## src/design/qcss_pkg.sv

```systemverilog
// ----------------------------------------------------------------------------
// qcss_pkg
// Shared types and constants of the queued command slot scheduler.
// ----------------------------------------------------------------------------
package qcss_pkg;

  localparam int unsigned MaxSlotsDef = 32;
  localparam logic [7:0]  WaiterMax   = 8'd255;
  localparam logic [5:0]  SlotCountRst = 6'd32;

  typedef enum logic [1:0] {
    CMD_ISSUE    = 2'd0,
    CMD_WITHDRAW = 2'd1,
    CMD_POLL     = 2'd2,
    CMD_TIMEOUT  = 2'd3
  } cmd_e;

  typedef enum logic [1:0] {
    KIND_GRANT  = 2'd0,
    KIND_REFUSE = 2'd1,
    KIND_DEAD   = 2'd2,
    KIND_FINISH = 2'd3
  } kind_e;

  typedef enum logic [1:0] {
    ST_OK      = 2'd0,
    ST_IOERR   = 2'd1,
    ST_TIMEOUT = 2'd2
  } status_e;

  typedef enum logic [1:0] {
    BK_IDLE,
    BK_RUN,
    BK_HOLD
  } bk_state_e;

  typedef struct packed {
    logic [1:0]  cmd;
    logic        is_queued;
    logic [3:0]  link_pmp;
    logic [5:0]  link_depth;
    logic        already_waiting;
    logic [31:0] pending_mask;
    logic        error_seen;
    logic        restart_ok;
  } in_item_t;

  typedef struct packed {
    logic [1:0] kind;
    logic [4:0] slot;
    logic [1:0] status;
    logic       now_waiting;
    logic [5:0] in_flight;
    logic [5:0] peak_in_flight;
    logic       last;
  } out_item_t;

  // classified work handed from front to back
  typedef struct packed {
    logic [1:0]  cmd;
    logic        is_queued;
    logic [3:0]  link_pmp;
    logic [5:0]  link_depth;
    logic        already_waiting;
    logic [31:0] done_mask;   // slots the sweep should consider
    logic [1:0]  status;
    logic        restart_ok;
  } work_t;

  localparam int unsigned RegAddrW = 1;
  localparam logic [RegAddrW-1:0] RegSlotCount = 1'b0;

endpackage

```

## src/design/qcss_if.sv

```systemverilog
// ----------------------------------------------------------------------------
// qcss_in_if / qcss_out_if
// Valid/ready channels carrying input items and result items.
// ----------------------------------------------------------------------------
interface qcss_in_if;
  import qcss_pkg::*;
  logic     valid;
  logic     ready;
  in_item_t data;
  modport source (output valid, output data, input ready);
  modport sink   (input valid, input data, output ready);
endinterface

interface qcss_out_if;
  import qcss_pkg::*;
  logic      valid;
  logic      ready;
  out_item_t data;
  modport source (output valid, output data, input ready);
  modport sink   (input valid, input data, output ready);
endinterface

```

## src/design/qcss_front.sv

```systemverilog
// ----------------------------------------------------------------------------
// qcss_front
// Accepts input items, classifies them and places them in a two-entry queue.
// ----------------------------------------------------------------------------
module qcss_front (
  input  logic                clk_i,
  input  logic                rst_ni,
  qcss_in_if.sink             in_if,
  output logic                wv_o,
  output qcss_pkg::work_t     work_o,
  input  logic                wr_i
);
  import qcss_pkg::*;

  work_t      q_mem [2];
  logic       wptr_q, rptr_q;
  logic [1:0] cnt_q;
  work_t      cls;
  logic       push, pop;

  // status is set here; the sweep mask is finalised in the back (busy slots known there)
  always_comb begin
    cls.cmd             = in_if.data.cmd;
    cls.is_queued       = in_if.data.is_queued;
    cls.link_pmp        = in_if.data.link_pmp;
    cls.link_depth      = in_if.data.link_depth;
    cls.already_waiting = in_if.data.already_waiting;
    cls.restart_ok      = in_if.data.restart_ok;
    cls.done_mask       = ~in_if.data.pending_mask;
    cls.status          = ST_OK;
    if (in_if.data.cmd == CMD_TIMEOUT) begin
      cls.done_mask = '1;
      cls.status    = ST_TIMEOUT;
    end else if (in_if.data.cmd == CMD_POLL && in_if.data.error_seen) begin
      cls.done_mask = '1;
      cls.status    = ST_IOERR;
    end
  end

  assign in_if.ready = (cnt_q != 2'd2);
  assign push = in_if.valid && in_if.ready;
  assign pop  = wv_o && wr_i;
  assign wv_o = (cnt_q != 2'd0);
  assign work_o = q_mem[rptr_q];

  always_ff @(posedge clk_i) begin
    if (push) q_mem[wptr_q] <= cls;
  end

  always_ff @(posedge clk_i or negedge rst_ni) begin
    if (!rst_ni) begin
      wptr_q <= 1'b0;
      rptr_q <= 1'b0;
      cnt_q  <= 2'd0;
    end else begin
      if (push) wptr_q <= ~wptr_q;
      if (pop)  rptr_q <= ~rptr_q;
      cnt_q <= cnt_q + {1'b0, push} - {1'b0, pop};
    end
  end
endmodule

```

## src/design/qcss_back.sv

```systemverilog
// ----------------------------------------------------------------------------
// qcss_back
// Holds the slot state, decides issues and sweeps finished slots, at most one a cycle.
// ----------------------------------------------------------------------------
module qcss_back #(
  parameter int unsigned MAX_SLOTS = qcss_pkg::MaxSlotsDef
) (
  input  logic            clk_i,
  input  logic            rst_ni,
  input  logic [5:0]      slot_count_i,
  input  logic            wv_i,
  input  qcss_pkg::work_t work_i,
  output logic            wr_o,
  qcss_out_if.source      out_if
);
  import qcss_pkg::*;

  localparam int unsigned SW = (MAX_SLOTS > 1) ? $clog2(MAX_SLOTS) : 1;

  bk_state_e   state_q, state_d;
  logic [MAX_SLOTS-1:0] busy_q, busy_d, qd_q, qd_d, sweep_q, sweep_d;
  logic        excl_q, excl_d, alv_q, alv_d, dead_q, dead_d;
  logic [3:0]  link_q, link_d;
  logic [7:0]  wait_q, wait_d;
  logic [5:0]  peak_q, peak_d, nbusy_q, nbusy_d, nq_q, nq_d;
  logic [1:0]  st_q, st_d;
  logic        fail_q, fail_d, rok_q, rok_d;
  logic [SW-1:0] sidx_q, sidx_d;
  out_item_t   ob_q, ob_d;
  logic        ov_q, ov_d;

  logic [5:0]  lim;
  logic        fr_found;
  logic [SW-1:0] fr_idx;
  logic [MAX_SLOTS-1:0] bit_m;
  logic        may, ob_free;

  assign lim = (slot_count_i > 6'(MAX_SLOTS)) ? 6'(MAX_SLOTS) : slot_count_i;

  always_comb begin
    fr_found = 1'b0;
    fr_idx   = '0;
    for (int s = MAX_SLOTS - 1; s >= 0; s--) begin
      if (!busy_q[s] && 6'(s) < lim) begin
        fr_found = 1'b1;
        fr_idx   = SW'(s);
      end
    end
  end

  always_comb begin
    may = 1'b1;
    if (excl_q) may = 1'b0;
    else if (busy_q != '0 && alv_q && link_q != work_i.link_pmp) may = 1'b0;
    else if (!work_i.is_queued) may = (busy_q == '0) && fr_found;
    else if (wait_q != 8'd0) may = 1'b0;
    else if (nq_q >= work_i.link_depth) may = 1'b0;
    else may = fr_found;
  end

  assign ob_free = !ov_q || out_if.ready;
  assign out_if.valid = ov_q;
  assign out_if.data  = ob_q;

  always_comb begin
    state_d = state_q;
    busy_d = busy_q; qd_d = qd_q; sweep_d = sweep_q;
    excl_d = excl_q; alv_d = alv_q; dead_d = dead_q;
    link_d = link_q; wait_d = wait_q; peak_d = peak_q;
    nbusy_d = nbusy_q; nq_d = nq_q;
    st_d = st_q; fail_d = fail_q; rok_d = rok_q; sidx_d = sidx_q;
    ob_d = ob_q; ov_d = ov_q && !out_if.ready;
    wr_o = 1'b0;
    bit_m = '0;
    unique case (state_q)
      BK_IDLE: begin
        if (wv_i && ob_free) begin
          wr_o = 1'b1;
          ob_d = '0;
          ob_d.last = 1'b1;
          ob_d.peak_in_flight = peak_q;
          ob_d.in_flight = nbusy_q;
          unique case (work_i.cmd)
            CMD_ISSUE: begin
              ov_d = 1'b1;
              if (dead_q) begin
                if (work_i.already_waiting && wait_q != 8'd0) wait_d = wait_q - 8'd1;
                ob_d.kind = KIND_DEAD;
              end else if (may) begin
                bit_m = '0;
                bit_m[fr_idx] = 1'b1;
                if (work_i.already_waiting && wait_q != 8'd0) wait_d = wait_q - 8'd1;
                busy_d = busy_q | bit_m;
                if (work_i.is_queued) begin
                  qd_d = qd_q | bit_m;
                  nq_d = nq_q + 6'd1;
                end else begin
                  excl_d = 1'b1;
                end
                link_d = work_i.link_pmp;
                alv_d = 1'b1;
                nbusy_d = nbusy_q + 6'd1;
                if (nbusy_d > peak_q) peak_d = nbusy_d;
                ob_d.kind = KIND_GRANT;
                ob_d.slot = 5'(fr_idx);
                ob_d.in_flight = nbusy_d;
                ob_d.peak_in_flight = peak_d;
              end else begin
                ob_d.kind = KIND_REFUSE;
                ob_d.now_waiting = work_i.already_waiting;
                if (!work_i.is_queued && !work_i.already_waiting) begin
                  if (wait_q < WaiterMax) begin
                    wait_d = wait_q + 8'd1;
                    ob_d.now_waiting = 1'b1;
                  end else begin
                    ob_d.now_waiting = 1'b0;
                  end
                end
              end
            end
            CMD_WITHDRAW: begin
              ov_d = 1'b1;
              if (work_i.already_waiting && wait_q != 8'd0) wait_d = wait_q - 8'd1;
              ob_d.kind = KIND_REFUSE;
            end
            CMD_POLL, CMD_TIMEOUT: begin
              fail_d  = (work_i.cmd == CMD_TIMEOUT) || (work_i.status == ST_IOERR);
              rok_d   = work_i.restart_ok;
              st_d    = work_i.status;
              sweep_d = busy_q & work_i.done_mask[MAX_SLOTS-1:0];
              sidx_d  = '0;
              if (work_i.cmd == CMD_POLL && busy_q == '0) begin
                sweep_d = '0;
                fail_d  = 1'b0;
              end
              state_d = BK_RUN;
            end
            default: ;
          endcase
        end
      end
      BK_RUN: begin
        // one slot position per cycle, lowest first; a finishing slot waits on a full result register
        if (sweep_q == '0) begin
          if (fail_q) begin
            excl_d = 1'b0;
            if (!rok_q) dead_d = 1'b1;
          end
          state_d = BK_IDLE;
        end else if (!sweep_q[sidx_q]) begin
          sidx_d = sidx_q + SW'(1);
        end else if (ob_free) begin
          bit_m = '0;
          bit_m[sidx_q] = 1'b1;
          if (!qd_q[sidx_q]) excl_d = 1'b0;
          else nq_d = nq_q - 6'd1;
          busy_d  = busy_q & ~bit_m;
          qd_d    = qd_q & ~bit_m;
          sweep_d = sweep_q & ~bit_m;
          nbusy_d = nbusy_q - 6'd1;
          if (busy_d == '0) alv_d = 1'b0;
          ov_d = 1'b1;
          ob_d = '0;
          ob_d.kind = KIND_FINISH;
          ob_d.slot = 5'(sidx_q);
          ob_d.status = st_q;
          ob_d.in_flight = nbusy_d;
          ob_d.peak_in_flight = peak_q;
          ob_d.last = (sweep_d == '0);
          sidx_d = sidx_q + SW'(1);
        end
      end
      BK_HOLD: state_d = BK_IDLE;
      default: state_d = BK_IDLE;
    endcase
  end

  always_ff @(posedge clk_i) begin
    ob_q <= ob_d;
  end

  always_ff @(posedge clk_i or negedge rst_ni) begin
    if (!rst_ni) begin
      state_q <= BK_IDLE;
      busy_q <= '0; qd_q <= '0; sweep_q <= '0;
      excl_q <= 1'b0; alv_q <= 1'b0; dead_q <= 1'b0;
      link_q <= '0; wait_q <= '0; peak_q <= '0;
      nbusy_q <= '0; nq_q <= '0;
      st_q <= '0; fail_q <= 1'b0; rok_q <= 1'b0; sidx_q <= '0;
      ov_q <= 1'b0;
    end else begin
      state_q <= state_d;
      busy_q <= busy_d; qd_q <= qd_d; sweep_q <= sweep_d;
      excl_q <= excl_d; alv_q <= alv_d; dead_q <= dead_d;
      link_q <= link_d; wait_q <= wait_d; peak_q <= peak_d;
      nbusy_q <= nbusy_d; nq_q <= nq_d;
      st_q <= st_d; fail_q <= fail_d; rok_q <= rok_d; sidx_q <= sidx_d;
      ov_q <= ov_d;
    end
  end
endmodule

```

## src/design/queued_command_slot_scheduler.sv

```systemverilog
// ----------------------------------------------------------------------------
// queued_command_slot_scheduler
// Command slot scheduler of one storage port.
// ----------------------------------------------------------------------------
// Input channel in_if carries issue, withdraw, poll and timeout commands;
// output channel out_if returns one result per issue or withdraw, and one
// result per finished slot for polls and timeouts, the final one with last.
// slot_count is written over the APB port at address 0.
// A front stage queues up to two commands; the back unit handles one at a
// time. An issue or withdraw result is registered when the back unit takes
// its command, and the back unit takes one of these a cycle while the result
// register is free. A poll or timeout holds the back unit through a decode
// step, a scan of slot positions from the lowest up to the highest slot it
// finishes (at most MAX_SLOTS positions) and a closing step.
// Reset clears every slot, the waiter count and the dead mark; slot_count
// returns to 32. When the receiver stalls the result register holds and the
// back unit waits; the front keeps taking commands until its queue fills.
// ----------------------------------------------------------------------------
module queued_command_slot_scheduler #(
  parameter int unsigned MAX_SLOTS = qcss_pkg::MaxSlotsDef
) (
  input  logic        clk_i,
  input  logic        rst_ni,
  qcss_in_if.sink     in_if,
  qcss_out_if.source  out_if,
  input  logic        psel,
  input  logic        penable,
  input  logic        pwrite,
  input  logic [2:0]  paddr,
  input  logic [31:0] pwdata,
  output logic [31:0] prdata,
  output logic        pready
);
  import qcss_pkg::*;

  logic [5:0] slot_count_q;
  logic       wv, wr;
  work_t      work;

  assign pready = 1'b1;
  assign prdata = (paddr == 3'd0) ? {26'd0, slot_count_q} : 32'd0;

  always_ff @(posedge clk_i or negedge rst_ni) begin
    if (!rst_ni) begin
      slot_count_q <= SlotCountRst;
    end else if (psel && penable && pwrite && paddr == 3'd0) begin
      slot_count_q <= pwdata[5:0];
    end
  end

  qcss_front u_front (
    .clk_i, .rst_ni, .in_if, .wv_o(wv), .work_o(work), .wr_i(wr)
  );

  qcss_back #(.MAX_SLOTS(MAX_SLOTS)) u_back (
    .clk_i, .rst_ni, .slot_count_i(slot_count_q), .wv_i(wv), .work_i(work),
    .wr_o(wr), .out_if
  );
endmodule

```

## src/flat_wrapper.sv

```systemverilog
// flat-port wrapper written by rule: the top's interface ports become plain ports
module queued_command_slot_scheduler_flat import qcss_pkg::*;
#(
  parameter int unsigned MAX_SLOTS = qcss_pkg::MaxSlotsDef
)
  (clk_i, rst_ni, psel, penable, pwrite, paddr, pwdata, prdata, pready, in_if_valid, in_if_data, in_if_ready, out_if_valid, out_if_data, out_if_ready);
  qcss_in_if in_if_i ();
  qcss_out_if out_if_i ();
  input  logic clk_i;
  input  logic rst_ni;
  input  logic psel;
  input  logic penable;
  input  logic pwrite;
  input  logic [2:0] paddr;
  input  logic [31:0] pwdata;
  output logic [31:0] prdata;
  output logic pready;
  input wire logic [$bits(in_if_i.valid)-1:0] in_if_valid;
  input wire logic [$bits(in_if_i.data)-1:0] in_if_data;
  output wire logic [$bits(in_if_i.ready)-1:0] in_if_ready;
  output wire logic [$bits(out_if_i.valid)-1:0] out_if_valid;
  output wire logic [$bits(out_if_i.data)-1:0] out_if_data;
  input wire logic [$bits(out_if_i.ready)-1:0] out_if_ready;
  assign in_if_i.valid = in_if_valid;
  assign in_if_i.data = in_if_data;
  assign in_if_ready = in_if_i.ready;
  assign out_if_valid = out_if_i.valid;
  assign out_if_data = out_if_i.data;
  assign out_if_i.ready = out_if_ready;
  queued_command_slot_scheduler #(.MAX_SLOTS(MAX_SLOTS)) u_core (.clk_i(clk_i), .rst_ni(rst_ni), .in_if(in_if_i), .out_if(out_if_i), .psel(psel), .penable(penable), .pwrite(pwrite), .paddr(paddr), .pwdata(pwdata), .prdata(prdata), .pready(pready));
endmodule
```

## config.mk

```make
export PLATFORM = sky130hd
export DESIGN_NAME = queued_command_slot_scheduler_flat
export DESIGN_NICKNAME = d
export VERILOG_FILES = /design/src/design/qcss_pkg.sv /design/src/design/qcss_if.sv /design/src/design/qcss_front.sv /design/src/design/qcss_back.sv /design/src/design/queued_command_slot_scheduler.sv /design/src/flat_wrapper.sv
export SDC_FILE = /design/constraint.sdc
export NUM_CORES = 1
export LEC_CHECK = 0
export BUFFER_PORTS_ARGS = -buffer_cell sky130_fd_sc_hd__buf_2
export CELL_PAD_IN_SITES_DETAIL_PLACEMENT = 1
export CELL_PAD_IN_SITES_GLOBAL_PLACEMENT = 1
export CORE_UTILIZATION = 40
export CTS_BUF_LIST = sky130_fd_sc_hd__clkbuf_16
export CTS_CLUSTER_DIAMETER = 30
export CTS_CLUSTER_SIZE = 16
export DETAILED_ROUTE_END_ITERATION = 8
export PLACE_DENSITY_LB_ADDON = 0.1
export RECOVER_POWER = 25
export SLEW_MARGIN = 20
export SYNTH_ARGS = -nofsm -noshare
export SYNTH_HDL_FRONTEND = slang
export SYNTH_HIERARCHICAL = 1
export SYNTH_SLANG_ARGS = --single-unit
```

## constraint.sdc

```tcl
create_clock -name clk_i -period 10 [get_ports clk_i]
set_clock_uncertainty 0.05 [all_clocks]
set_input_delay 2.5 -clock clk_i [delete_from_list [all_inputs] [get_ports clk_i]]
set_output_delay 2.5 -clock clk_i [all_outputs]
set_load 0.02 [all_outputs]
```

==> qor.csv <==
stage;metric;value;unit
global_route;antenna violations before repair;0;
final_layout;commonest non-fill, non-tap cell in the layout;nand2_1;
detailed_routing;drt initial violations;662;
timing;Worst-Margin Slew;3.48;ns
global_route;largest net degree at the start of global routing;85;
worst_setup_path;Worst EP arrival;6.45;ns
yosys;syn_area_per_cell;10.9;um2
floorplan;row count;70;
worst_setup_path;Top delay family on crit path;buffers and inverters;
detailed_routing;Vias/cell;5.85;
cts;CTS sink count;271;
final_layout;fin nets;1585;
placed_design;HPWL Detailed;31.7;mm
final_layout;fin area;0.0180;mm2
power;Sequential Power Share;0.295;
yosys;Synth Flop Type;dfrtp_1;
floorplan;DIE WIDTH;195;um
worst_setup_path;Critical Path Max Stage Delay;2.44;ns
worst_setup_path;CP startpoint;u_core/u_back/state_q[0];
worst_setup_path;Worst Path Max Fanout;71;
worst_setup_path;Slowest cell on crit path;clkbuf_1;
floorplan;die footprint;0.0381;mm2
timing;RSZ-0062 raised after global routing;false;
timing;post-route clock period utilization;0.605;
power;clock network power share;0.395;
global_route;routing usage on met2;0.382;
power;Sw Share;0.346;
floorplan;Core ar.;0.0367;mm2
final_layout;ant diodes;0;
cts;CTS Buffer Depth;3;
yosys;number of synthesized flops with an enable pin;121;
run_status;violated checks;capacitance limit, slew limit;
worst_setup_path;Crit path required time;10.40;ns
yosys;Unique masters post-synth;95;
floorplan;I/O pin cnt;148;
global_route;GRT Overall Usage;0.246;
power;Comb pwr share;0.309;
worst_setup_path;Buffers & Inverters on Critical Path;3;
global_route;GRT busiest layer;met2;
cts;CTS tree;built;
global_route;first-pass GRT wire length;71.6;mm
flow_run;max_cap viols;1;
run_status;status;complete, but fails checks;
power;pwr/cell area;319;mW/mm2
global_route;met1 Use GR;0.332;
yosys;largest family of logic cells by synthesized area;simple AND/OR/NAND/NOR gates;
placed_design;Area after DPL;0.0156;mm2
worst_setup_path;critical path endpoint category;register;
floorplan;Initial Util;0.407;
timing;Final Hold Viols;0;
detailed_routing;Routed Antenna Nets;0;
placed_design;I/O Buffers;94;
yosys;register area share after synthesis;0.494;
floorplan;Chip Height;195;um
worst_setup_path;CP cell instances;clkbuf_1 -> o21ai_0 -> a211oi_2 -> buf_4 -> nor2_1 -> clkinv_1 -> mux2_2 -> o21a_1;
worst_hold_path;HP Class;register to register;
cts;hold_buf cts;0;
detailed_routing;total routed wirelength;46.4;mm
yosys;ys async rst share;0.554;
timing;Max Fclk;165;MHz
global_route;vias in the first global route;12082;
global_route;grt ovf;0;
timing;Rel. slew slack;-1.32;
worst_setup_path;Setup CP Type;register to register;
cts;Reg clk slew, reported paths;0.04;ns
cts;Resized Gates After CTS;0;
power;LEAKAGE;7.41;nW
timing;Final setup violation count;0;
final_layout;commonest cells after routing, fill and taps aside;nand2_1, dfrtp_1, edfxtp_1;
timing;Slew Viols, Final;72;
placed_design;gpl congestion;0.927;
cts;Clock Tree Root;clkbuf_16;
detailed_routing;DRC;0;
cts;H-tree depth;3;
yosys;Seq cells post-synth;271;
worst_setup_path;Reg2Reg Launch Point;u_core/u_back/state_q[0];
power;Sw Pwr;1.98;mW
worst_hold_path;HP Start;u_core/u_back/qd_q[18];
detailed_routing;Vias;11634;
cts;CTS Buf Count;69;
yosys;Syn Std Cell Area;0.0149;mm2
cts;Setup Fix Bufs, Post-CTS;0;
timing;min Tclk post-route;6.05;ns
worst_setup_path;startpoint types;register;
cts;clk_lat worst skew;0.58;ns
yosys;Simple-Gate Fraction of Synth Area;0.154;
yosys;mux cell area share after synthesis;0.104;
yosys;Synth Area in XOR/XNOR;0.0205;
yosys;Compound-Gate Fraction of Synth Area;0.149;
power;Pint;3.74;mW
final_layout;share of layout cells above drive strength 1;0.210;
power;worst-case vdd ir drop;0.160;mV
global_route;GRT met3 Usage;0.0465;
timing;post-route setup TNS;0;ns
yosys;cells after synthesis;1368;
detailed_routing;DRT Pass-1 Iters;5;
yosys;Synth Area in Adders;0.0239;
final_layout;final non-filler cell total;1990;
detailed_routing;Wirelength per Cell;23.3;um
placed_design;cell count after placement;1864;
yosys;Ys Warns;6;
final_layout;Area Overhead vs Synth;20.1;%
==> cell families (layout without fill, tap and decap cells) <==
logic type	after synthesis	count (layout)
muxes	107	107
DFF	271	271
buffers and inverters	149	278
adders and majority gates	28	28
AOI/OAI and AO/OA	312	312
other	2	27
xor gates and xnor gates	35	35
and+or+nand+nor	464	464
==> metal layers <==
layer | vias up | share of wire | wire (um)
met1 | 5882 | 0.46 | 21200
li1 | 5267 | - | -
met5 | - | 0 | 0
met2 | 379 | 0.46 | 21200
met3 | 106 | 0.050 | 2340
met4 | 0 | 0.036 | 1670
==> path summary, 6_finish.rpt <==
path	endpoint	slack, ns	depth (start not counted)
setup / recovery	u_core/u_back/nbusy_q[1]	3.95	8
hold / removal	u_core/u_back/qd_q[18]	0.43	2
setup reg to reg	u_core/u_back/nbusy_q[1]	3.95	8
hold reg to reg	u_core/u_back/qd_q[18]	0.43	2
max in group asynchronous	u_core/u_back/sweep_q[17]	6.45	2
min in group asynchronous	u_core/u_back/peak_q[4]	1.95	1
==> Yosys cell counts (6+ instances only) <==
library cell,n,area [um2]
a21oi_1,32,160
a21o_1,10,75.1
a22o_1,8,70.1
mux2i_1,15,150
o31ai_1,17,128
a22oi_1,23,173
o21a_1,10,75.1
nor3b_1,6,45.0
nor3_1,16,80.1
nor4_1,24,150
buf_1,7,26.3
and3_1,7,43.8
ha_1,27,338
mux2_4,56,841
nand4_1,31,194
mux4_2,14,315
a32o_1,32,320
nor2_1,38,143
dfrtp_1,149,3730
xnor2_1,21,184
clkbuf_1,47,176
o21ai_1,26,130
nor2b_1,15,93.8
edfxtp_1,121,3630
o21ai_0,65,325
xor2_1,14,123
inv_1,41,154
and2_1,17,106
buf_4,29,218
o22ai_1,6,37.5
a31oi_1,10,62.6
nand3_1,45,225
buf_2,14,70.1
mux2_2,19,214
nand2_1,218,818
nand2b_1,11,68.8
==> worst register-to-register path, stage by stage (launching register included) <==
cell and delay (ns):
dfrtp_2 0.33, clkbuf_1 2.44, o21ai_0 0.94, a211oi_2 0.40
buf_4 0.37, nor2_1 0.19, clkinv_1 0.68, mux2_2 0.42
o21a_1 0.10
==> power by group through the flow <==
stage	sequential, mW	combinational (mW)	clock (mW)
after floorplan	1.65	1.32	0
after global placement	1.69	1.71	0
after detailed placement	1.70	1.75	0
after CTS	1.69	1.78	2.31
after global routing	1.72	1.94	2.36
final	1.69	1.77	2.26
==> through the flow <==
stage / power, mW / hold slack [ns] / util / worst slack, ns
after global placement: 3.41 / 0.407 / 0.425 / 4.22
after CTS: 5.78 / 0.429 / 0.490 / 4.19
after floorplan: 2.97 / 0.377 / - / 4.44
after detailed placement: 3.45 / 0.417 / 0.425 / 4.19
after global routing: 6.03 / 0.448 / 0.489 / 3.55
final: 5.73 / 0.429 / 0.489 / 3.95
==> cell type report <==
class	instances	area, um2
Clock buffer	69	1730
Clock inverter	57	659
Fill cell	3915	18700
Inverter	42	158
Multi-Input combinational cell	973	6860
Sequential cell	271	7390
Tap cell	468	586
Timing Repair Buffer	110	578
==> registers in the layout, indices dropped and copies added (netlist names), 5 cells and up <==
register	count
u_core/u_back/sweep_q	32
u_core/u_back/nbusy_q	6
u_core/u_back/wait_q	8
u_core/u_back/out_if.data	23
u_core/slot_count_q	6
u_core/u_back/peak_q	6
u_core/u_back/qd_q	32
u_core/u_back/busy_q	32
u_core/u_back/sidx_q	5
u_core/u_back/nq_q	6
u_core/u_front/q_mem	98
Power figures use the tool's default switching activity.
